### config.mk
export PLATFORM = sky130hd
export DESIGN_NAME = tcse_cmd_fifo
export DESIGN_NICKNAME = d
export VERILOG_FILES = /design/src/design/tcse_pkg.sv /design/src/design/tcse_cmd_fifo.sv
export SDC_FILE = /design/constraint.sdc
export NUM_CORES = 1
export LEC_CHECK = 0
export ABC_AREA = 0
export BUFFER_PORTS_ARGS = -buffer_cell sky130_fd_sc_hd__buf_2
export CORE_AREA = 2 2 83 85
export DETAILED_ROUTE_END_ITERATION = 10
export DIE_AREA = 0 0 85 87
export RECOVER_POWER = 100
export SETUP_SLACK_MARGIN = 0.5
export SYNTH_ARGS = -nofsm -noshare
export SYNTH_HDL_FRONTEND = slang
export SYNTH_SLANG_ARGS = --single-unit
export TNS_END_PERCENT = 50
### constraint.sdc
create_clock -name clk -period 3.1 [get_ports clk]
set_input_delay 0.465 -clock clk [delete_from_list [all_inputs] [get_ports clk]]
set_output_delay 0.465 -clock clk [all_outputs]
set_load 0.05 [all_outputs]
### src/design/tcse_pkg.sv
// ----------------------------------------------------------------------------
// tcse_pkg: shared types and constants of the text console scrollback engine
// Command word passed from the front end to the back end, character codes,
// colour defaults and interface widths.
// ----------------------------------------------------------------------------
package tcse_pkg;

  // default geometry
  localparam int DEF_STORE_LINES = 128;
  localparam int DEF_SCREEN_COLS = 80;
  localparam int DEF_SCREEN_ROWS = 25;

  // stream widths
  localparam int IN_TDATA_W  = 32;
  localparam int IN_TUSER_W  = 3;
  localparam int OUT_TDATA_W = 40;

  // command queue depth between front and back
  localparam int CMD_FIFO_DEPTH = 2;

  // character codes
  localparam logic [7:0] CH_NEWLINE = 8'd10;
  localparam logic [7:0] CH_RETURN  = 8'd13;
  localparam logic [7:0] CH_TAB     = 8'd9;
  localparam logic [7:0] BLANK_CHAR = 8'h20;

  // colours
  localparam logic [7:0] DEFAULT_COLOUR = 8'h0F;
  localparam logic [3:0] DEFAULT_FG     = 4'hF;

  // tab stops
  localparam int TAB_STEP = 8;

  // operations after classification
  typedef enum logic [3:0] {
    OP_PUT     = 4'd0,
    OP_NEWLINE = 4'd1,
    OP_RETURN  = 4'd2,
    OP_TAB     = 4'd3,
    OP_COLOUR  = 4'd4,
    OP_CLEAR   = 4'd5,
    OP_UP      = 4'd6,
    OP_DOWN    = 4'd7,
    OP_READ    = 4'd8,
    OP_NOP     = 4'd9
  } op_t;

  typedef struct packed {
    op_t        op;
    logic [7:0] char_code;
    logic [3:0] foreground;
    logic [3:0] background;
    logic [4:0] screen_row;
    logic [6:0] screen_col;
  } cmd_t;

endpackage

### src/design/tcse_cmd_fifo.sv
// ----------------------------------------------------------------------------
// tcse_cmd_fifo: command queue between front end and back end
// Small first-in first-out buffer of decoded commands, so that input
// acceptance and execution stall independently.
// ----------------------------------------------------------------------------
module tcse_cmd_fifo
  import tcse_pkg::*;
(
  input  logic clk,
  input  logic rst_n,
  input  logic push,
  input  cmd_t push_cmd,
  output logic full,
  input  logic pop,
  output logic valid,
  output cmd_t head
);

  localparam int DEPTH = CMD_FIFO_DEPTH;
  localparam int PW    = (DEPTH > 1) ? $clog2(DEPTH) : 1;

  cmd_t            slot_r [DEPTH];
  logic [PW-1:0]   wr_ptr_r, wr_ptr_nxt;
  logic [PW-1:0]   rd_ptr_r, rd_ptr_nxt;
  logic [PW:0]     count_r, count_nxt;

  assign full  = (count_r == (PW+1)'(DEPTH));
  assign valid = (count_r != '0);
  assign head  = slot_r[rd_ptr_r];

  // pointer and fill count update
  always_comb begin
    wr_ptr_nxt = wr_ptr_r;
    rd_ptr_nxt = rd_ptr_r;
    count_nxt  = count_r;
    if (push) begin
      wr_ptr_nxt = (wr_ptr_r == PW'(DEPTH - 1)) ? '0 : wr_ptr_r + PW'(1);
    end
    if (pop) begin
      rd_ptr_nxt = (rd_ptr_r == PW'(DEPTH - 1)) ? '0 : rd_ptr_r + PW'(1);
    end
    if (push && !pop) begin
      count_nxt = count_r + (PW+1)'(1);
    end else if (pop && !push) begin
      count_nxt = count_r - (PW+1)'(1);
    end
  end

  always_ff @(posedge clk) begin
    if (!rst_n) begin
      wr_ptr_r <= '0;
      rd_ptr_r <= '0;
      count_r  <= '0;
    end else begin
      wr_ptr_r <= wr_ptr_nxt;
      rd_ptr_r <= rd_ptr_nxt;
      count_r  <= count_nxt;
    end
  end

  // storage
  always_ff @(posedge clk) begin
    if (push) begin
      slot_r[wr_ptr_r] <= push_cmd;
    end
  end

endmodule

==> results.py, run 1 <==
metrics = {
    "worst_setup_path": {
        "slowest_stage": "clkbuf_2",
        "worstPathArrival_ns": 2.08,
        "crit_chain": "clkbuf_2 -> mux2_2 -> buf_2",
        "rr_worst_depth": 2,
        "max_stage_delay_ns": 0.62,
        "worstPathRequired_ns": 2.63,
        "crit_fanout": 26,
        "end_kind": "primary output",
        "timing_worst_setup_path_type": "flip-flop to primary output",
        "crit_path_start_kind": "flip-flop",
    },
    "grt": {
        "grt_pass1_vias": 1286,
        "antenna_found_initial": 0,
        "grt_max_degree": 34,
        "grt_pass1_wl_um": 6440,
        "grt_usage_pct": 12.1,
        "grt-ovfl-total": 0,
    },
    "synthesis": {
        "yosys_warnings": 0,
        "synth_seq_cells": 69,
        "synth.avg_cell_area_um2": 20.7,
        "ys_seq_area_share_pct": 79.9,
        "synth_cells": 122,
        "ys_types": 18,
        "synth_area_um2": 2530,
        "syn-num-nets": 159,
    },
    "sta": {
        "setup_tns_ns": 0,
        "fin_ws_ns": 0.554,
        "worst_pin_slew_ns": 1.70,
        "period_needed_ns": 2.55,
        "slew_headroom_pct": -14.1,
        "rsz0062_at_grt": "false",
        "setup_viol": 0,
        "slew_viol_final": 34,
        "clock.fmax_ghz": 0.393,
        "hold_viol_final": 0,
        "post-route-period-util_pct": 82.1,
        "finalClockSkew_ns": 0.00563,
    },
    "cells_and_area": {
        "syn_to_final_growth_pct": 22.0,
        "n_antenna_cell": 0,
        "mostFrequentLayoutCells": "edfxtp_1, buf_2, clkbuf_1",
        "final_common_cell": "edfxtp_1",
        "fillCellCount": 618,
        "final_nets": 237,
        "drive_gt1_share_pct": 41.5,
    },
    "placement": {
        "hpwl_um": 2860,
        "gp_congestion": 0.717,
        "detailedPlace.worstSlack_ns": 1.12,
        "port_buffers": 69,
    },
    "floorplanning": {
        "fp.dieW_um": 85,
        "fp.dieH_um": 87,
        "core_um2": 6570,
        "dieArea_um2": 7400,
        "rows": 30,
        "start_util_pct": 38.5,
        "io_pins": 70,
    },
    "clock_network": {
        "cts_inserted_buffers": 9,
        "clock-sinks": 69,
        "h-tree-depth": 3,
        "clk_path_buf_depth": 2,
        "cts_setup_buffers": 0,
        "hold_buffers": 0,
        "cts_tree": "done",
        "root_buffer": "clkbuf_8",
        "insertion_delay_ns": 0.33,
        "cts_resized": 0,
        "clkTransAtPathRegs_ns": 0.07,
    },
    "power_and_ir_drop": {
        "total_leakage_power_nw": 1.09,
        "powerDensity_nw_per_um2": 664,
        "ir_drop_mv": 0.285,
    },
    "drt": {
        "ant_nets": 0,
        "initialDrtViolationCount": 103,
        "num_vias": 1328,
        "wl_per_cell_um": 14.9,
        "routed_wl_um": 4250,
        "vias_per_cell": 4.66,
        "dr.pass1.iters": 4,
        "route.detailed.drc": 0,
    },
    "min_path": {
        "hold_depth": 1,
        "min_path_type": "input pin to flip-flop",
    },
    "flow_run": {
        "max_cap_viol_count": 1,
    },
    "status": {
        "status": "complete, but fails checks",
        "violations": "max-capacitance violations, max-slew violations",
    },
}
metrics by stage:
step	util [%]	instances	hold slack (ns)	instance area [um^2]	power [mW]
2_1_floorplan	-	122	0.461	2530	1.38
3_3_place_gp	45.2	269	0.485	2970	1.47
3_5_place_dp	45.2	269	0.499	2970	1.47
4_1_cts	47.8	285	0.297	3140	2.09
5_1_grt	47.0	285	0.300	3090	2.14
6_report	47.0	285	0.319	3090	2.05
Yosys cell counts:
| library cell | n | area (um^2) |
|---|---|---|
| edfxtp_1 | 64 | 1920 |
| mux2_2 | 30 | 338 |
| dfxtp_1 | 5 | 100 |
| and2_1 | 4 | 25.0 |
| buf_4 | 3 | 22.5 |
| mux2_1 | 2 | 22.5 |
| nor2b_1 | 2 | 12.5 |
| xor2_1 | 2 | 17.5 |
| a21boi_1 | 1 | 7.51 |
| and2b_2 | 1 | 8.76 |
| clkbuf_2 | 1 | 5.00 |
| ha_1 | 1 | 12.5 |
| inv_1 | 1 | 3.75 |
| o21a_1 | 1 | 7.51 |
| o21ai_0 | 1 | 5.00 |
| or2_2 | 1 | 6.26 |
| or3_1 | 1 | 6.26 |
| xnor2_1 | 1 | 8.76 |
layout make-up:
class                           count  area, um^2  share of cell area (%)
Clock buffer                       10         128                    4.13
Sequential cell                    69        2020                    65.5
Timing Repair Buffer               71         315                    10.2
Multi-Input combinational cell     48         480                    15.6
Inverter                            1        3.75                   0.122
Clock inverter                      6        40.0                    1.30
Tap cell                           80         100                    3.24
worst paths after layout:
check / from / to / slack (ns)
worst min register to register: count_r[1]$_SDFFE_PN0P_ / count_r[1]$_SDFFE_PN0P_ / 0.52
worst max-delay path: flip-flop / head[18] / 0.55
worst min-delay path: push_cmd[16] / slot_r[1][16]$_DFFE_PP_ / 0.32
worst max register to register: wr_ptr_r$_SDFFE_PN0P_ / slot_r[1][29]$_DFFE_PP_ / 0.75
flip-flops by register name (all words and copies together) (netlist names), named ones only:
signal    count
count_r       2
rd_ptr_r      1
wr_ptr_r      1
slot_r       64
worst max-delay path, delay by kind of cell (launching register included):
kind	cells	cell delay [ns]
buf+inv	2	0.83
flops	1	0.49
mux	1	0.42
layer usage:
layer  GRT usage [%]  wire length (um)  vias to the layer above
li1                -                 -                      626
met1            16.0              1890                      646
met2            16.6              1940                       47
met3            4.08               305                        9
met4            8.66               115                        0
met5               0                 0                        -
power by group:
part	internal, mW	total, mW	switching, mW
Combinational	0.0963	0.347	0.251
Sequential	1.07	1.09	0.0167
Clock	0.287	0.613	0.326
cell families (layout without fill, tap and decap cells):
family | Yosys count | count (layout) | share of synthesized area (%)
buffers and inverters | 5 | 88 | 1.24
DFF | 69 | 69 | 79.9
and+or+nand+nor | 9 | 9 | 2.32
AOI/OAI and AO/OA | 3 | 3 | 0.791
adders and majority gates | 1 | 1 | 0.494
xor gates and xnor gates | 3 | 3 | 1.04
muxes | 32 | 32 | 14.2
(Power assumes the default switching activity.)
==> run 2: changes to the inputs <==
==> constraint.sdc (replaced) <==
create_clock -name clk -period 2.3 [get_ports clk]
set_input_delay 0.345 -clock clk [delete_from_list [all_inputs] [get_ports clk]]
set_output_delay 0.345 -clock clk [all_outputs]
set_load 0.05 [all_outputs]
==> results.py, run 2 (synthesized netlist as in run 1, its figures left out) <==
metrics = {
    "sta": {
        "setup_tns_ns": 0,
        "setup_viol": 0,
        "slew_viol_final": 0,
        "hold_viol_final": 0,
        "slew_headroom_pct": 20.2,
        "period_needed_ns": 1.91,
        "finalClockSkew_ns": 0.00293,
        "worst_pin_slew_ns": 1.20,
        "post-route-period-util_pct": 83.1,
        "rsz0062_at_grt": "true",
        "clock.fmax_ghz": 0.523,
    },
    "clock_network": {
        "root_buffer": "clkbuf_8",
        "clock-sinks": 69,
        "cts_setup_buffers": 0,
        "clkTransAtPathRegs_ns": 0.07,
        "hold_buffers": 0,
        "cts_inserted_buffers": 9,
        "clk_path_buf_depth": 2,
        "cts_tree": "done",
        "insertion_delay_ns": 0.32,
        "h-tree-depth": 3,
    },
    "drt": {
        "routed_wl_um": 4540,
        "wl_per_cell_um": 15.6,
        "initialDrtViolationCount": 60,
        "ant_nets": 0,
        "vias_per_cell": 4.59,
        "route.detailed.drc": 0,
        "dr.pass1.iters": 4,
        "num_vias": 1337,
    },
    "grt": {
        "grt_pass1_wl_um": 6400,
        "grt-ovfl-total": 0,
        "antenna_found_initial": 0,
        "grt_usage_pct": 11.9,
        "grt_max_degree": 21,
        "grt_pass1_vias": 1349,
    },
    "min_path": {
        "min_path_type": "input pin to flip-flop",
    },
    "floorplanning": {
        "start_util_pct": 38.5,
        "dieArea_um2": 7400,
        "rows": 30,
        "fp.dieW_um": 85,
        "fp.dieH_um": 87,
        "core_um2": 6570,
        "io_pins": 70,
    },
    "placement": {
        "dp.cells": 272,
        "gp_congestion": 0.753,
        "port_buffers": 69,
        "hpwl_um": 2930,
    },
    "worst_setup_path": {
        "worstPathArrival_ns": 1.57,
        "crit_chain": "clkbuf_16 -> mux2_2 -> clkbuf_1",
        "crit_buf_inv": 2,
        "max_stage_delay_ns": 0.46,
        "crit_fanout": 5,
        "crit_path_start_kind": "flip-flop",
        "end_kind": "primary output",
        "worstPathRequired_ns": 1.96,
        "slowest_stage": "clkbuf_1",
        "timing_worst_setup_path_type": "flip-flop to primary output",
        "cpLargestDelayFamily": "buffers and inverters",
    },
    "cells_and_area": {
        "instances_no_fill": 291,
        "drive_gt1_share_pct": 37.4,
        "top_regs": "slot_r x64, count_r x2",
        "syn_to_final_growth_pct": 26.7,
        "n_antenna_cell": 0,
        "final_nets": 243,
        "mostFrequentLayoutCells": "edfxtp_1, clkbuf_1, mux2_2",
        "largest_reg_flops": 64,
        "top_register": "slot_r",
        "final_common_cell": "edfxtp_1",
    },
    "power_and_ir_drop": {
        "powerDensity_nw_per_um2": 871,
        "ir_drop_mv": 0.404,
        "total_leakage_power_nw": 1.13,
    },
    "status": {
        "status": "finished, final reports clean",
    },
    "flow_run": {
        "max_cap_viol_count": 0,
    },
}
-- run 2: worst paths after layout --
check | from | end | slack, ns | cells after the start
worst max-delay path | flip-flop | head[22] | 0.39 | 3
worst min-delay path | push_cmd[21] | slot_r[0][21]$_DFFE_PP_ | 0.20 | 1
worst max register to register | wr_ptr_r$_SDFFE_PN0P_ | slot_r[1][23]$_DFFE_PP_ | 0.47 | 2
worst min register to register | count_r[1]$_SDFFE_PN0P_ | count_r[1]$_SDFFE_PN0P_ | 0.51 | 2
-- run 2: cell type report --
class / instances / area, um^2
clock buffers: 14 / 153
multi-input cells: 48 / 485
fillers: 593 / 3360
repair buffers: 77 / 429
inverters: 1 / 3.75
well taps: 80 / 100
flip-flops and latches: 69 / 2030
clock inverters: 2 / 10.0
-- run 2: metrics by stage --
step | hold WS [ns] | utilization (%) | instance area [um^2] | power (mW) | setup slack (ns)
2_1_floorplan | 0.444 | - | 2530 | 1.86 | 0.657
5_1_grt | 0.180 | 48.8 | 3210 | 2.91 | 0.282
3_3_place_gp | 0.482 | 45.8 | 3010 | 1.99 | 0.769
3_5_place_dp | 0.489 | 45.8 | 3010 | 1.99 | 0.760
4_1_cts | 0.181 | 49.1 | 3220 | 2.84 | 0.485
6_report | 0.204 | 48.8 | 3210 | 2.79 | 0.388
-- run 2: power breakdown --
part	switching [mW]	leakage (nW)	internal (mW)
Clock	0.389	0.0844	0.419
Sequential	0.0247	0.643	1.45
Combinational	0.350	0.398	0.161
-- run 2: timing repair --
action | CTS | global route
gates cloned | 1 | 2
endpoints found under the setup margin | 24 | 27
pin swaps | 0 | 0
resized for setup | 18 | 25
-- run 2: routing by layer --
metal	global-route usage [%]	share of wire [%]	routed length [um]	up-vias
met4	6.06	1.2	55	0
met3	4.36	5.4	247	4
met5	0	0	0	-
li1	-	-	-	640
met1	13.9	41	1860	656
met2	19.3	52	2380	37
==> run 3: changes to the inputs <==
--- a/config.mk
+++ b/config.mk
@@ -5,11 +5,11 @@
 export SDC_FILE = /design/constraint.sdc
 export NUM_CORES = 1
 export LEC_CHECK = 0
-export ABC_AREA = 0
+export ABC_AREA = 1
 export BUFFER_PORTS_ARGS = -buffer_cell sky130_fd_sc_hd__buf_2
-export CORE_AREA = 2 2 83 85
+export CORE_AREA = 2 2 86 88
 export DETAILED_ROUTE_END_ITERATION = 10
-export DIE_AREA = 0 0 85 87
+export DIE_AREA = 0 0 88 90
 export RECOVER_POWER = 100
 export SETUP_SLACK_MARGIN = 0.5
 export SYNTH_ARGS = -nofsm -noshare
==> constraint.sdc (replaced) <==
create_clock -name clk -period 1.6 [get_ports clk]
set_input_delay 0.24 -clock clk [delete_from_list [all_inputs] [get_ports clk]]
set_output_delay 0.24 -clock clk [all_outputs]
set_load 0.05 [all_outputs]
==> results.py, run 3 <==
metrics = {
    "clock_network": {
        "clk_path_buf_depth": 2,
        "h-tree-depth": 3,
        "insertion_delay_ns": 0.33,
        "root_buffer": "clkbuf_8",
        "clkTransAtPathRegs_ns": 0.07,
        "cts_inserted_buffers": 9,
        "cts_tree": "done",
        "clock-sinks": 69,
        "hold_buffers": 0,
    },
    "flow_run": {
        "max_cap_viol_count": 0,
    },
    "min_path": {
        "hp-start": "push_cmd[31]",
        "hold_depth": 1,
        "min_to": "slot_r[1][31]$_DFFE_PP_",
        "min_path_type": "input pin to flip-flop",
    },
    "synthesis": {
        "yosys_warnings": 0,
        "synth_seq_cells": 69,
        "yosysMostFrequentCell": "edfxtp_1",
        "synth_top_family_by_area": "multiplexers",
        "synth-adder-area-share_pct": 0.464,
        "synthSimpleGateAreaFrac_pct": 2.79,
        "synth.avg_cell_area_um2": 20.0,
        "synth_top_cell_by_area": "edfxtp_1",
        "synth_cells": 135,
        "synthTopCellsByCount": "edfxtp_1, mux2_4, nand2_1",
        "netlist.area_leader.share_pct": 71.3,
        "netlist_top_cells_area": "edfxtp_1, mux2_4, dfxtp_1",
        "ys_types": 14,
        "synth_xor_area_share_pct": 0,
        "ys_seq_area_share_pct": 75.1,
        "synth_mux_area_share_pct": 17.6,
        "ys.flop_type": "edfxtp_1",
        "postSynth.asyncResetShare_pct": 0,
        "syn-num-nets": 172,
        "synth_area_um2": 2690,
        "synth_compound_area_share_pct": 0.372,
        "synth-edff-count": 64,
    },
    "placement": {
        "port_buffers": 69,
        "gp_congestion": 0.756,
        "hpwl_um": 3030,
        "dp.cells": 306,
    },
    "status": {
        "status": "complete, but fails checks",
        "violations": "negative setup slack",
    },
    "drt": {
        "vias_per_cell": 4.25,
        "initialDrtViolationCount": 53,
        "wl_per_cell_um": 13.5,
        "ant_nets": 0,
        "routed_wl_um": 4410,
        "num_vias": 1385,
        "dr.pass1.iters": 2,
        "route.detailed.drc": 0,
    },
    "floorplanning": {
        "fp.dieH_um": 90,
        "core_um2": 7020,
        "fp.dieW_um": 88,
        "rows": 31,
        "start_util_pct": 38.4,
        "dieArea_um2": 7920,
        "io_pins": 70,
    },
    "grt": {
        "grt_usage_pct": 12.2,
        "antenna_found_initial": 0,
        "grt_pass1_wl_um": 7120,
        "grt-ovfl-total": 0,
        "grt_pass1_vias": 1499,
        "grt_max_degree": 21,
    },
    "cells_and_area": {
        "n_antenna_cell": 0,
        "multi_input_area_um2": 579,
        "fillCellCount": 615,
        "drive_gt1_share_pct": 51.1,
        "mostFrequentLayoutCells": "edfxtp_1, mux2_4, buf_6",
        "instances_no_fill": 326,
        "syn_to_final_growth_pct": 33.8,
        "final_nets": 259,
        "final_core_util_pct": 51.3,
        "top_regs": "slot_r x64, count_r x2",
        "final_common_cell": "edfxtp_1",
        "largest_reg_flops": 64,
        "top_register": "slot_r",
        "ff_latch_area_um2": 2030,
    },
    "worst_setup_path": {
        "worstPathArrival_ns": 1.38,
        "r2r_end": "slot_r[0][2]$_DFFE_PP_",
        "r2r-start": "wr_ptr_r$_SDFFE_PN0P_",
        "rr_worst_depth": 2,
        "end_kind": "primary output",
        "crit_path_start_kind": "flip-flop",
        "r2r_slack_ns": 0.04,
        "worstPathRequired_ns": 1.36,
        "timing_worst_setup_path_type": "flip-flop to primary output",
        "crit_fanout": 11,
    },
    "power_and_ir_drop": {
        "power_mw": 4.20,
        "total_leakage_power_nw": 1.43,
        "powerDensity_nw_per_um2": 1170,
        "ir_drop_mv": 0.496,
    },
    "sta": {
        "setup_viol": 24,
        "slew_viol_final": 0,
        "hold_viol_final": 0,
        "finalClockSkew_ns": 0.00542,
        "rsz0062_at_grt": "true",
        "clock.fmax_ghz": 0.616,
        "post-route-period-util_pct": 102,
        "hold-worst-slack_ns": 0.0996,
        "worst_pin_slew_ns": 0.703,
        "slew_headroom_pct": 53.0,
        "fin_ws_ns": -0.0242,
        "period_needed_ns": 1.62,
    },
}
## run 3: metrics by stage
stage	TNS, ns	worst slack, ns	instance area [um^2]
2_1_floorplan	0	0.378	2710
3_3_place_gp	0	0.180	3200
3_5_place_dp	0	0.157	3200
4_1_cts	-1.12	-0.0548	3650
5_1_grt	-2.10	-0.0821	3600
6_report	-0.386	-0.0242	3600
## run 3: layout make-up
type | count | area share (%)
clock buffers | 9 | 3.44
inverters | 8 | 0.937
multi-input cells | 54 | 16.1
repair buffers | 80 | 18.2
flip-flops and latches | 69 | 56.3
clock inverters | 7 | 1.56
well taps | 99 | 3.44
## run 3: how the worst max path moves through the flow
| stage | startpoint | end | cells past startpoint |
|---|---|---|---|
| final | flip-flop | head[23] | 3 |
| after global routing | flip-flop | head[30] | 3 |
| after CTS | flip-flop | head[23] | 3 |
| after detailed placement | flip-flop | head[23] | 3 |
| after global placement | flip-flop | head[23] | 3 |
| after floorplan | wr_ptr_r$_SDFFE_PN0P_ | slot_r[1][0]$_DFFE_PP_ | 2 |
## run 3: cells by family (layout without fill, tap and decap cells)
logic type,Yosys count,count (layout)
AOI/OAI and AO/OA,2,2
adders and majority gates,1,1
buffers and inverters,12,104
DFF,69,69
muxes,32,32
and+or+nand+nor,19,19
## run 3: layer usage
metal  GRT usage, %  wire (um)  vias to the layer above
li1               -          -                      679
met1           14.1       1750                      657
met2           19.9       2350                       38
met3           3.40        213                       11
met4           7.31        106                        0
met5              0          0                        -
## run 3: worst max-delay path, cell delays in order (launching register included)
cell,delay [ns]
dfxtp_4,0.41
buf_12,0.17
mux2_4,0.32
buf_6,0.15
## run 3: report_power, final
part | switching [mW] | total, mW | internal [mW]
registers | 0.0324 | 2.11 | 2.08
clock network | 0.576 | 1.27 | 0.695
logic | 0.478 | 0.817 | 0.339
total | 1.09 | 4.20 | 3.12
## run 3: what timing repair did
action                     in CTS  in global routing
pin swaps                       3                  3
buffers inserted                4                  0
setup endpoints to repair      67                 61
gates resized for setup        79                  5
