## config.mk

```make
export PLATFORM = sky130hd
export DESIGN_NAME = tcse_front
export DESIGN_NICKNAME = d
export VERILOG_FILES = /design/src/design/tcse_pkg.sv /design/src/design/tcse_front.sv
export SDC_FILE = /design/constraint.sdc
export NUM_CORES = 1
export LEC_CHECK = 0
export ABC_CLOCK_PERIOD_IN_PS = 800
export BUFFER_PORTS_ARGS = -buffer_cell sky130_fd_sc_hd__buf_2
export CAP_MARGIN = 15
export CORE_UTILIZATION = 20
export CTS_CLUSTER_SIZE = 14
export DETAILED_ROUTE_END_ITERATION = 8
export GPL_ROUTABILITY_DRIVEN = 0
export HOLD_SLACK_MARGIN = 0.05
export PLACE_DENSITY = 0.8
export SETUP_SLACK_MARGIN = 0.5
export SLEW_MARGIN = 20
export SYNTH_ARGS = -nofsm -noshare
export SYNTH_HDL_FRONTEND = slang
export SYNTH_SLANG_ARGS = --single-unit
export TNS_END_PERCENT = 5
```

## constraint.sdc

```tcl
create_clock -name clk -period 0.8 [get_ports clk]
set_clock_uncertainty 0.2 [all_clocks]
set_input_delay 0.12 -clock clk [delete_from_list [all_inputs] [get_ports clk]]
set_output_delay 0.12 -clock clk [all_outputs]
set_load 0.005 [all_outputs]
```

## src/design/tcse_pkg.sv

```systemverilog
// ----------------------------------------------------------------------------
// tcse_pkg: shared types and constants of the text console scrollback engine
// Command word passed from the front end to the back end, character codes,
// colour defaults and interface widths.
// ----------------------------------------------------------------------------
package tcse_pkg;

  // default geometry
  localparam int DEF_STORE_LINES = 128;
  localparam int DEF_SCREEN_COLS = 80;
  localparam int DEF_SCREEN_ROWS = 25;

  // stream widths
  localparam int IN_TDATA_W  = 32;
  localparam int IN_TUSER_W  = 3;
  localparam int OUT_TDATA_W = 40;

  // command queue depth between front and back
  localparam int CMD_FIFO_DEPTH = 2;

  // character codes
  localparam logic [7:0] CH_NEWLINE = 8'd10;
  localparam logic [7:0] CH_RETURN  = 8'd13;
  localparam logic [7:0] CH_TAB     = 8'd9;
  localparam logic [7:0] BLANK_CHAR = 8'h20;

  // colours
  localparam logic [7:0] DEFAULT_COLOUR = 8'h0F;
  localparam logic [3:0] DEFAULT_FG     = 4'hF;

  // tab stops
  localparam int TAB_STEP = 8;

  // operations after classification
  typedef enum logic [3:0] {
    OP_PUT     = 4'd0,
    OP_NEWLINE = 4'd1,
    OP_RETURN  = 4'd2,
    OP_TAB     = 4'd3,
    OP_COLOUR  = 4'd4,
    OP_CLEAR   = 4'd5,
    OP_UP      = 4'd6,
    OP_DOWN    = 4'd7,
    OP_READ    = 4'd8,
    OP_NOP     = 4'd9
  } op_t;

  typedef struct packed {
    op_t        op;
    logic [7:0] char_code;
    logic [3:0] foreground;
    logic [3:0] background;
    logic [4:0] screen_row;
    logic [6:0] screen_col;
  } cmd_t;

endpackage

```

## src/design/tcse_front.sv

```systemverilog
// ----------------------------------------------------------------------------
// tcse_front: input word acceptance and classification
// Unpacks the input word, decodes the function code and the control
// characters into one operation, and pushes the command into the queue.
// ----------------------------------------------------------------------------
module tcse_front
  import tcse_pkg::*;
(
  input  logic                  clk,
  input  logic                  rst_n,
  input  logic                  in_tvalid,
  output logic                  in_tready,
  input  logic [IN_TDATA_W-1:0] in_tdata,
  input  logic [IN_TUSER_W-1:0] in_tuser,
  input  logic                  fifo_full,
  input  logic                  init_busy,
  output logic                  push,
  output cmd_t                  push_cmd
);

  // function codes on tuser
  localparam logic [2:0] FUNC_PUT    = 3'd0;
  localparam logic [2:0] FUNC_COLOUR = 3'd1;
  localparam logic [2:0] FUNC_CLEAR  = 3'd2;
  localparam logic [2:0] FUNC_UP     = 3'd3;
  localparam logic [2:0] FUNC_DOWN   = 3'd4;
  localparam logic [2:0] FUNC_READ   = 3'd5;

  logic in_seen_r;

  // accept while the queue has room and the store is initialized
  assign in_tready = !fifo_full && !init_busy && in_seen_r;
  assign push      = in_tvalid && in_tready;

  // settle register, set once reset is released, gates the first word
  always_ff @(posedge clk) begin
    if (!rst_n) begin
      in_seen_r <= 1'b0;
    end else begin
      in_seen_r <= 1'b1;
    end
  end

  // field unpacking and operation decode
  always_comb begin
    push_cmd.char_code  = in_tdata[7:0];
    push_cmd.foreground = in_tdata[11:8];
    push_cmd.background = in_tdata[15:12];
    push_cmd.screen_row = in_tdata[20:16];
    push_cmd.screen_col = in_tdata[27:21];
    unique case (in_tuser[2:0])
      FUNC_PUT: begin
        if (in_tdata[7:0] == CH_NEWLINE) begin
          push_cmd.op = OP_NEWLINE;
        end else if (in_tdata[7:0] == CH_RETURN) begin
          push_cmd.op = OP_RETURN;
        end else if (in_tdata[7:0] == CH_TAB) begin
          push_cmd.op = OP_TAB;
        end else begin
          push_cmd.op = OP_PUT;
        end
      end
      FUNC_COLOUR: push_cmd.op = OP_COLOUR;
      FUNC_CLEAR:  push_cmd.op = OP_CLEAR;
      FUNC_UP:     push_cmd.op = OP_UP;
      FUNC_DOWN:   push_cmd.op = OP_DOWN;
      FUNC_READ:   push_cmd.op = OP_READ;
      default:     push_cmd.op = OP_NOP;
    endcase
  end

endmodule

```

==> flow_metrics.py, run 1 <==
metrics = {
    "outcome": {
        "outcome": "finished, violations left",
        "violations": "negative setup slack",
    },
    "route": {
        "wl_per_cell_um": 12.30,
        "drc": 0,
        "ant_nets": 0,
        "drtIter0Drc": 3,
        "dr.pass1.iters": 2,
        "post_drt_via_cell_ratio": 4.500,
        "wl_um": 812,
        "via_count": 297,
    },
    "flow_run": {
        "cap_violations": 0,
    },
    "floorplan": {
        "chipWidth_um": 43.25,
        "chipHeight_um": 43.25,
        "rows": 14,
        "core-area_um2": 1541,
        "num_io_pins": 74,
        "initial_core_util": 0.2208,
        "die_area_um2": 1871,
    },
    "worst_setup_path": {
        "slowest_stage": "o41ai_2",
        "slowest_delay_ns": 0.22,
        "cp.depth": 5,
        "worstSetupPathType": "primary input to output port",
        "crit_family": "simple AND/OR/NAND/NOR gates",
        "cp_max_fo": 2,
        "end_kind": "output port",
        "worst_ep_required_time_ns": 0.48,
        "critical_path_buf_inv_count": 2,
        "crit_path_start_kind": "primary input",
        "crit_chain": "buf_6 > nor3_4 > nand4b_1 > o41ai_2 > buf_2",
        "cp.arrival_ns": 0.93,
    },
    "global_route": {
        "grt_usage": 0.08031,
        "grt_overflow": 0,
        "grt_pass1_wl_um": 1186,
        "first_global_vias": 296,
        "grt_max_degree": 4,
        "antenna_found_initial": 0,
    },
    "synth": {
        "yosys-top-cells-count": "28 x buf_4, 3 x nor2_1",
        "ys_seq_elements": 1,
        "netlist_instances": 45,
        "yosysWarningCount": 0,
        "synth_nets": 85,
        "ys_seq_area_frac": 0.05882,
        "synth_top_area_frac": 0.6176,
        "yosysMostFrequentCell": "buf_4",
        "synth_edf_count": 0,
        "ys_top_cells_by_area": "buf_4 62%, dfxtp_1 5.9%, o41ai_2 4.8%",
        "synth_cell_types": 16,
        "synth.largest_area_cell": "buf_4",
        "syn_area_per_cell_um2": 7.563,
        "synth-main-ff-cell": "dfxtp_1",
        "synth_area_um2": 340.3,
        "synthArstFlopShare": 0,
    },
    "cts": {
        "post_cts_buffers": 0,
        "clkTransAtPathRegs_ns": 0,
    },
    "worst_hold_path": {
        "min_path_type": "primary input to flop",
        "holdPathStages": 1,
    },
    "cells_and_area": {
        "fin_nets": 92,
        "diodes": 0,
        "syn2layout_area_growth_pct": 38.24,
        "top_regs": "in_seen_r: 1 flops",
        "drive_gt1_frac": 0.8200,
        "top_register": "in_seen_r",
        "fillers": 171,
        "multiInputGateArea_um2": 128.9,
        "stdcell_count": 66,
        "regArea_um2": 20.02,
        "largest_register_ff_count": 1,
    },
    "timing": {
        "slew_violations": 0,
        "period_minus_slack_ns": 1.247,
        "rsz0062_at_grt": "true",
        "worst_slew_pin_slew_ns": 0.2254,
        "hold_viol": 0,
        "fin_crit_sh": 1.559,
        "max_slew_margin": 0.8481,
        "fmax_mhz": 801.7,
        "setup_viol": 6,
        "finalWorstSetupSlack_ns": -0.4473,
    },
    "placement": {
        "place_ws_ns": -0.5002,
        "io_buffers": 29,
        "dp_cells": 66,
        "dp_hpwl_um": 683.7,
    },
    "power": {
        "power.leakage_nw": 0.2293,
        "power_density_nw_per_um2": 592.2,
        "vdd.ir_drop.worst_mv": 0.2662,
    },
}
[cell usage in the layout (no fill, tap or decap)]
cell type   n
a21oi_1     1
buf_6      11
nor2_1      1
maj3_2      1
nor2_4      1
dfxtp_1     1
inv_1       1
nor3_4      1
nor2_2      1
buf_4       4
nand2b_1    1
o22ai_1     1
o41ai_2     1
nor3b_2     1
inv_2       1
buf_8       5
nand4b_1    1
and2_1      1
nor3_2      1
buf_2      13
xnor2_1     1
[power by group]
group	internal [mW]	switching [mW]	total [mW]
combinational	0.147	0.0774	0.225
clock	0	0	0
sequential	0.0536	0.000444	0.0540
[layer usage]
layer / GRT usage / vias to the layer above / part of all wire
met4: 0.02424 / 0 / 0.011
met2: 0.1761 / 28 / 0.57
met1: 0.06616 / 135 / 0.28
met5: 0 / - / 0
met3: 0.01702 / 4 / 0.14
li1: - / 130 / -
[through the flow]
stage,instance area [µm²],total power [mW],setup TNS [ns],hold slack [ns],util
after floorplan,345.3,0.2075,-0.4014,-0.05228,-
after global placement,330.3,0.2004,-1.557,0.02204,0.2143
after detailed placement,330.3,0.2068,-1.759,0.02924,0.2143
after CTS,449.2,0.2698,-1.610,0.01565,0.2914
after global routing,470.5,0.2983,-1.882,0.01928,0.3052
final,470.5,0.2786,-1.576,0.01757,0.3052
[repair_timing]
| item | CTS | global route |
|---|---|---|
| cloned | 0 | 0 |
| endpoints found under the hold margin | 21 | 21 |
| resized for setup | 22 | 4 |
| setup endpoints to repair | 35 | 35 |
| pin swaps | 2 | 0 |
[path summary, 6_finish.rpt]
check | startpoint | endpoint
max | in_tdata[4] | push_cmd[28]
min | rst_n | in_seen_r
[layout make-up]
type                            count  share of cell area
Inverter                            2             0.01596
Timing Repair Buffer               33              0.6250
Multi-Input combinational cell     14              0.2739
Tap cell                           16             0.04255
Sequential cell                     1             0.04255
[cells by family (layout without fill, tap and decap cells)]
kind of cell,count (synthesis),after routing,synth area share
AO/OA/AOI/OAI,3,3,0.08089
XOR/XNOR,1,1,0.02574
adder cells (fa/ha/maj),1,1,0.03309
buffers and inverters,30,35,0.6397
flip-flops,1,1,0.05883
AND/OR/NAND/NOR,9,9,0.1618
No activity file was read; power rests on OpenSTA's default activity.
==> run 2, diff against run 1 <==
--- a/config.mk
+++ b/config.mk
@@ -5,15 +5,16 @@
 export SDC_FILE = /design/constraint.sdc
 export NUM_CORES = 1
 export LEC_CHECK = 0
+export ABC_AREA = 1
 export ABC_CLOCK_PERIOD_IN_PS = 800
 export BUFFER_PORTS_ARGS = -buffer_cell sky130_fd_sc_hd__buf_2
 export CAP_MARGIN = 15
-export CORE_UTILIZATION = 20
+export CORE_UTILIZATION = 22
 export CTS_CLUSTER_SIZE = 14
 export DETAILED_ROUTE_END_ITERATION = 8
 export GPL_ROUTABILITY_DRIVEN = 0
 export HOLD_SLACK_MARGIN = 0.05
-export PLACE_DENSITY = 0.8
+export PLACE_DENSITY = 0.81
 export SETUP_SLACK_MARGIN = 0.5
 export SLEW_MARGIN = 20
 export SYNTH_ARGS = -nofsm -noshare
==> run 2 against run 1 <==
Compared with the run above:
- the flow finishes with violations (design-rule violations, negative setup slack)
- sequential cell count is the same
- sequential share of layout area shrank 0.29 points
- first-iteration DRC count grew 100%
- routed wire length shrank 5.9%
- fmax grew 23%
- utilization grew 1.8 points
- synthesized cell count grew 42%
- cell area grew 7.2%
- hold slack lost 0.0050 ns
- critical path type unchanged
- highest routed layer is now met3
==> flow_metrics.py, run 2 <==
metrics = {
    "cells_and_area": {
        "final_cell_mix": "12 x buf_2, 10 x buf_6, 8 x nand2_1",
        "fillers": 156,
        "final_common_cell": "buf_2",
        "largest_register_ff_count": 1,
        "syn2layout_area_growth_pct": 32.13,
        "stdcell_count": 82,
        "top_register": "in_seen_r",
        "diodes": 0,
        "drive_gt1_frac": 0.6061,
        "fin_nets": 108,
        "design_area_um2": 504.2,
        "top_regs": "in_seen_r: 1 flops",
    },
    "synth": {
        "synth_edf_count": 0,
        "ys_top_cells_by_area": "buf_4 55%, nand2_1 9.8%, nor2_1 8.9%",
        "synth_area_um2": 381.6,
        "synth.largest_area_cell": "buf_4",
        "synth_top_area_frac": 0.5508,
        "yosysMostFrequentCell": "buf_4",
        "synth_cell_types": 10,
        "synthArstFlopShare": 0,
        "netlist_instances": 64,
        "syn_area_per_cell_um2": 5.963,
        "yosys-top-cells-count": "28 x buf_4, 10 x nand2_1, 9 x nor2_1",
        "ys_seq_elements": 1,
        "synth-main-ff-cell": "dfxtp_1",
        "yosysWarningCount": 0,
        "synth_nets": 104,
        "ys_seq_area_frac": 0.05246,
    },
    "worst_setup_path": {
        "crit_chain": "buf_8 > nor2_4 > buf_4 > nor2_2 > nor2_1 > buf_2",
        "slowest_stage": "buf_4",
        "cp.arrival_ns": 0.70,
        "cp_max_fo": 3,
        "end_kind": "output port",
        "worstSetupPathType": "primary input to output port",
        "crit_path_start_kind": "primary input",
        "slowest_delay_ns": 0.12,
        "worst_ep_required_time_ns": 0.48,
    },
    "floorplan": {
        "chipHeight_um": 43.65,
        "die_area_um2": 1905,
        "core-area_um2": 1559,
        "chipWidth_um": 43.65,
        "initial_core_util": 0.2448,
        "rows": 14,
        "num_io_pins": 74,
    },
    "route": {
        "wl_um": 764,
        "drtIter0Drc": 6,
        "post_drt_via_cell_ratio": 4.220,
        "wl_per_cell_um": 9.317,
        "dr.pass1.iters": 5,
        "via_count": 346,
        "drc": 4,
        "ant_nets": 0,
    },
    "flow_run": {
        "cap_violations": 0,
    },
    "outcome": {
        "outcome": "finished, violations left",
        "violations": "design-rule violations, negative setup slack",
    },
    "worst_hold_path": {
        "min_to": "in_seen_r",
        "holdPathStages": 1,
        "min_from": "rst_n",
        "min_path_type": "primary input to flop",
    },
    "timing": {
        "final.setup.tns_ns": -1.008,
        "period_minus_slack_ns": 1.016,
        "worst_slew_pin_slew_ns": 0.1317,
        "fin_crit_sh": 1.270,
        "fmax_mhz": 984.6,
        "slew_violations": 0,
        "max_slew_margin": 0.9113,
        "setup_viol": 6,
        "hold_viol": 0,
        "rsz0062_at_grt": "true",
        "finalWorstSetupSlack_ns": -0.2157,
    },
    "global_route": {
        "grt_overflow": 0,
        "first_global_vias": 298,
        "grt_max_degree": 6,
        "antenna_found_initial": 0,
        "grt_usage": 0.07106,
        "grt_pass1_wl_um": 1090,
    },
    "placement": {
        "dp_hpwl_um": 602.5,
        "place_ws_ns": -0.2699,
        "place_area_um2": 344.1,
        "dp_cells": 82,
        "io_buffers": 29,
    },
    "cts": {
        "post_cts_buffers": 0,
        "clkTransAtPathRegs_ns": 0,
    },
    "power": {
        "power.leakage_nw": 0.2764,
        "vdd.ir_drop.worst_mv": 0.2627,
        "power_density_nw_per_um2": 551.3,
    },
}
run 2: cell types whose count changed in the layout (fill, tap and decap cells not counted), sizes merged, moves of 2 or more:
| cell | change |
|---|---|
| buf | -3 |
| nor2 | +7 |
| o21ai | +4 |
| inv | +6 |
| nor3 | -2 |
| nand2 | +10 |
run 2: worst max path at each step:
stage	startpoint	to	slack [ns]	depth (start not counted)
after detailed placement	in_tuser[1]	push_cmd[28]	-0.27	7
after floorplan	in_seen_r	push	-0.13	2
final	in_tuser[0]	push_cmd[30]	-0.22	6
after global placement	in_tuser[1]	push_cmd[29]	-0.23	6
after global routing	in_tuser[0]	push_cmd[28]	-0.27	7
after CTS	in_tuser[0]	push_cmd[30]	-0.21	6
run 2: cells by family after synthesis:
group	count (synthesis)	share of synthesized area
buf+inv	36	0.6295
flops	1	0.05246
simple gates	23	0.2656
compound gates	4	0.05246
run 2: power by group:
part	switching (mW)	leakage (nW)	total, mW	internal [mW]
clock network	0	0	0	0
registers	0.000349	0.00844	0.0539	0.0536
logic	0.0814	0.268	0.224	0.143
total	0.0817	0.276	0.278	0.196
run 2: repair_timing:
item	in CTS	in global routing
gates cloned	0	0
hold endpoints to repair	21	21
resized for setup	22	12
pin swaps	10	2
setup endpoints to repair	35	35
run 2: worst max-delay path, delay by kind of cell:
kind                   cells  cell delay (ns)
buffers and inverters      3             0.34
and+or+nand+nor            3             0.23
run 2: stage by stage:
step	utilization	power (mW)	hold slack (ns)
finish	0.3234	0.2780	0.01253
global route	0.3234	0.2979	0.01591
CTS	0.3010	0.2594	0.01277
detailed placement	0.2207	0.1944	0.02488
global placement	0.2207	0.1893	0.02289
floorplan	-	0.2106	-0.05228
run 2: routing by layer:
metal / track usage / vias up / part of all wire
met1: 0.06533 / 148 / 0.31
li1: - / 167 / -
met3: 0.01667 / 0 / 0.15
met5: 0 / - / 0
met2: 0.1552 / 31 / 0.54
met4: 0.006250 / 0 / 0
run 2: area by class of cell:
type / count / area (µm²) / share of cell area
Inverter: 8 / 30.03 / 0.05955
Timing Repair Buffer: 30 / 285.3 / 0.5658
Sequential cell: 1 / 20.02 / 0.03970
Tap cell: 16 / 20.02 / 0.03970
Multi-Input combinational cell: 27 / 148.9 / 0.2953
==> run 3, diff against run 2 <==
--- a/config.mk
+++ b/config.mk
@@ -6,7 +6,7 @@
 export NUM_CORES = 1
 export LEC_CHECK = 0
 export ABC_AREA = 1
-export ABC_CLOCK_PERIOD_IN_PS = 800
+export ABC_CLOCK_PERIOD_IN_PS = 900
 export BUFFER_PORTS_ARGS = -buffer_cell sky130_fd_sc_hd__buf_2
 export CAP_MARGIN = 15
 export CORE_UTILIZATION = 22
@@ -16,6 +16,7 @@
 export HOLD_SLACK_MARGIN = 0.05
 export PLACE_DENSITY = 0.81
 export SETUP_SLACK_MARGIN = 0.5
+export SKIP_CTS_REPAIR_TIMING = 1
 export SLEW_MARGIN = 20
 export SYNTH_ARGS = -nofsm -noshare
 export SYNTH_HDL_FRONTEND = slang
==> constraint.sdc (replaced) <==
create_clock -name clk -period 0.9 [get_ports clk]
set_clock_uncertainty 0.2 [all_clocks]
set_input_delay 0.135 -clock clk [delete_from_list [all_inputs] [get_ports clk]]
set_output_delay 0.135 -clock clk [all_outputs]
set_load 0.005 [all_outputs]
==> run 3 against run 2 <==
Compared with the run above:
- cell area is 3.2% lower
- sequential cell count unchanged
- largest power group unchanged
- cell count is the same
- sequential power fell by 11%
- hold slack better by 0.015 ns
- routed wire length up 2.5%
- via count is 0.87% higher
- global-route usage fell by 1.1 points
- the run still ends with design-rule violations, negative setup slack left
- sequential share of layout area is 0.13 points higher
- first-iteration DRC count unchanged
- utilization down 1.0 points
==> flow_metrics.py, run 3 (synthesis gave the netlist of run 2 again) <==
metrics = {
    "floorplan": {
        "rows": 14,
        "chipHeight_um": 43.65,
        "core-area_um2": 1559,
        "chipWidth_um": 43.65,
        "die_area_um2": 1905,
        "initial_core_util": 0.2448,
        "num_io_pins": 74,
    },
    "route": {
        "ant_nets": 0,
        "post_drt_via_cell_ratio": 4.256,
        "via_count": 349,
        "drtIter0Drc": 6,
        "wl_per_cell_um": 9.549,
        "dr.pass1.iters": 5,
        "drc": 4,
        "wl_um": 783,
    },
    "timing": {
        "final.setup.tns_ns": -0.5698,
        "slew_violations": 0,
        "rsz0062_at_grt": "true",
        "max_slew_margin": 0.9053,
        "worst_slew_pin_slew_ns": 0.1406,
        "period_minus_slack_ns": 1.050,
        "setup_viol": 5,
        "fin_crit_sh": 1.167,
        "finalWorstSetupSlack_ns": -0.1500,
        "hold_viol": 0,
        "fmax_mhz": 952.4,
    },
    "power": {
        "total_power_mw": 0.2405,
        "power.leakage_nw": 0.2692,
        "vdd.ir_drop.worst_mv": 0.2335,
        "power_density_nw_per_um2": 492.8,
    },
    "worst_setup_path": {
        "crit_chain": "buf_4 > inv_1 > nand3_1 > nor2_1 > nand2_1 > nand2_1 > buf_2",
        "slowest_stage": "buf_4",
        "worst_ep_required_time_ns": 0.56,
        "slowest_delay_ns": 0.12,
        "cp.arrival_ns": 0.71,
        "crit_path_start_kind": "primary input",
        "worstSetupPathType": "primary input to output port",
        "end_kind": "output port",
        "crit_path_frequent_cell": "nand2_1",
        "cp_max_fo": 4,
    },
    "cells_and_area": {
        "final_common_cell": "buf_2",
        "drive_gt1_frac": 0.6364,
        "top_regs": "in_seen_r: 1 flops",
        "largest_register_ff_count": 1,
        "top_register": "in_seen_r",
        "diodes": 0,
        "syn2layout_area_growth_pct": 27.87,
        "fin_nets": 108,
        "final_cell_mix": "15 x buf_2, 9 x buf_6, 7 x inv_1",
    },
    "worst_hold_path": {
        "min_path_type": "primary input to flop",
        "holdPathStages": 1,
        "min_from": "rst_n",
        "min_to": "in_seen_r",
    },
    "global_route": {
        "antenna_found_initial": 0,
        "grt_max_degree": 6,
        "first_global_vias": 269,
        "grt_overflow": 0,
        "grt_usage": 0.05993,
        "grt_pass1_wl_um": 938,
    },
    "flow_run": {
        "cap_violations": 0,
    },
    "placement": {
        "io_buffers": 29,
        "dp_hpwl_um": 602.5,
    },
    "outcome": {
        "violations": "design-rule violations, negative setup slack",
        "outcome": "finished, violations left",
    },
    "cts": {
        "clkTransAtPathRegs_ns": 0,
    },
}
[run 3: cell count changes in the layout (fill, tap and decap cells not counted)]
cell / delta
nand2_2: +2
buf_2: +3
o21ai_1: +1
buf_6: -1
o21ai_0: -1
nor2_4: +1
nand2_1: -2
buf_8: -2
nor2_2: -1
[run 3: cell type report]
type                    instances  area, µm²
inverters                       8      30.03
fillers                       162       1071
well taps                      16      20.02
flip-flops and latches          1      20.02
repair buffers                 30      259.0
multi-input cells              27      158.9
[run 3: per-layer routing]
layer	global-route usage	routed length [µm]
met2	0.1224	429
met1	0.05779	234
met3	0.02083	118
met5	0	0
met4	0.006250	0
[run 3: critical path, delay by kind of cell]
family        cells  cell delay, ns
buf+inv           3            0.26
simple gates      4            0.30
[run 3: how the worst max path moves through the flow]
| stage | end | slack (ns) | from | depth (start not counted) |
|---|---|---|---|---|
| floorplan | push | -0.05 | in_seen_r | 2 |
| global placement | push_cmd[29] | -0.16 | in_tuser[1] | 6 |
| detailed placement | push_cmd[28] | -0.20 | in_tuser[1] | 7 |
| CTS | push_cmd[30] | -0.20 | in_tuser[1] | 6 |
| global route | push_cmd[29] | -0.20 | in_tdata[1] | 7 |
| finish | push_cmd[29] | -0.15 | in_tdata[1] | 7 |
[run 3: metrics by stage]
step                      cell area, µm²  utilization  cells  worst slack [ns]  hold WS (ns)
final                              488.0       0.3130     82           -0.1500       0.02753
after global routing               488.0       0.3130     82           -0.1966       0.03091
after CTS                          344.1       0.2207     82           -0.2034       0.03988
after detailed placement           344.1       0.2207     82           -0.1999       0.03988
after global placement             344.1       0.2207     82           -0.1558       0.03789
after floorplan                    381.6            -     64          -0.04695      -0.03728
[run 3: report_power, final]
| group | leakage [nW] | internal [mW] | total (mW) | switching [mW] |
|---|---|---|---|---|
| Combinational | 0.261 | 0.118 | 0.193 | 0.0750 |
| Clock | 0 | 0 | 0 | 0 |
| Sequential | 0.00844 | 0.0476 | 0.0479 | 0.000311 |
| Total | 0.269 | 0.165 | 0.240 | 0.0753 |
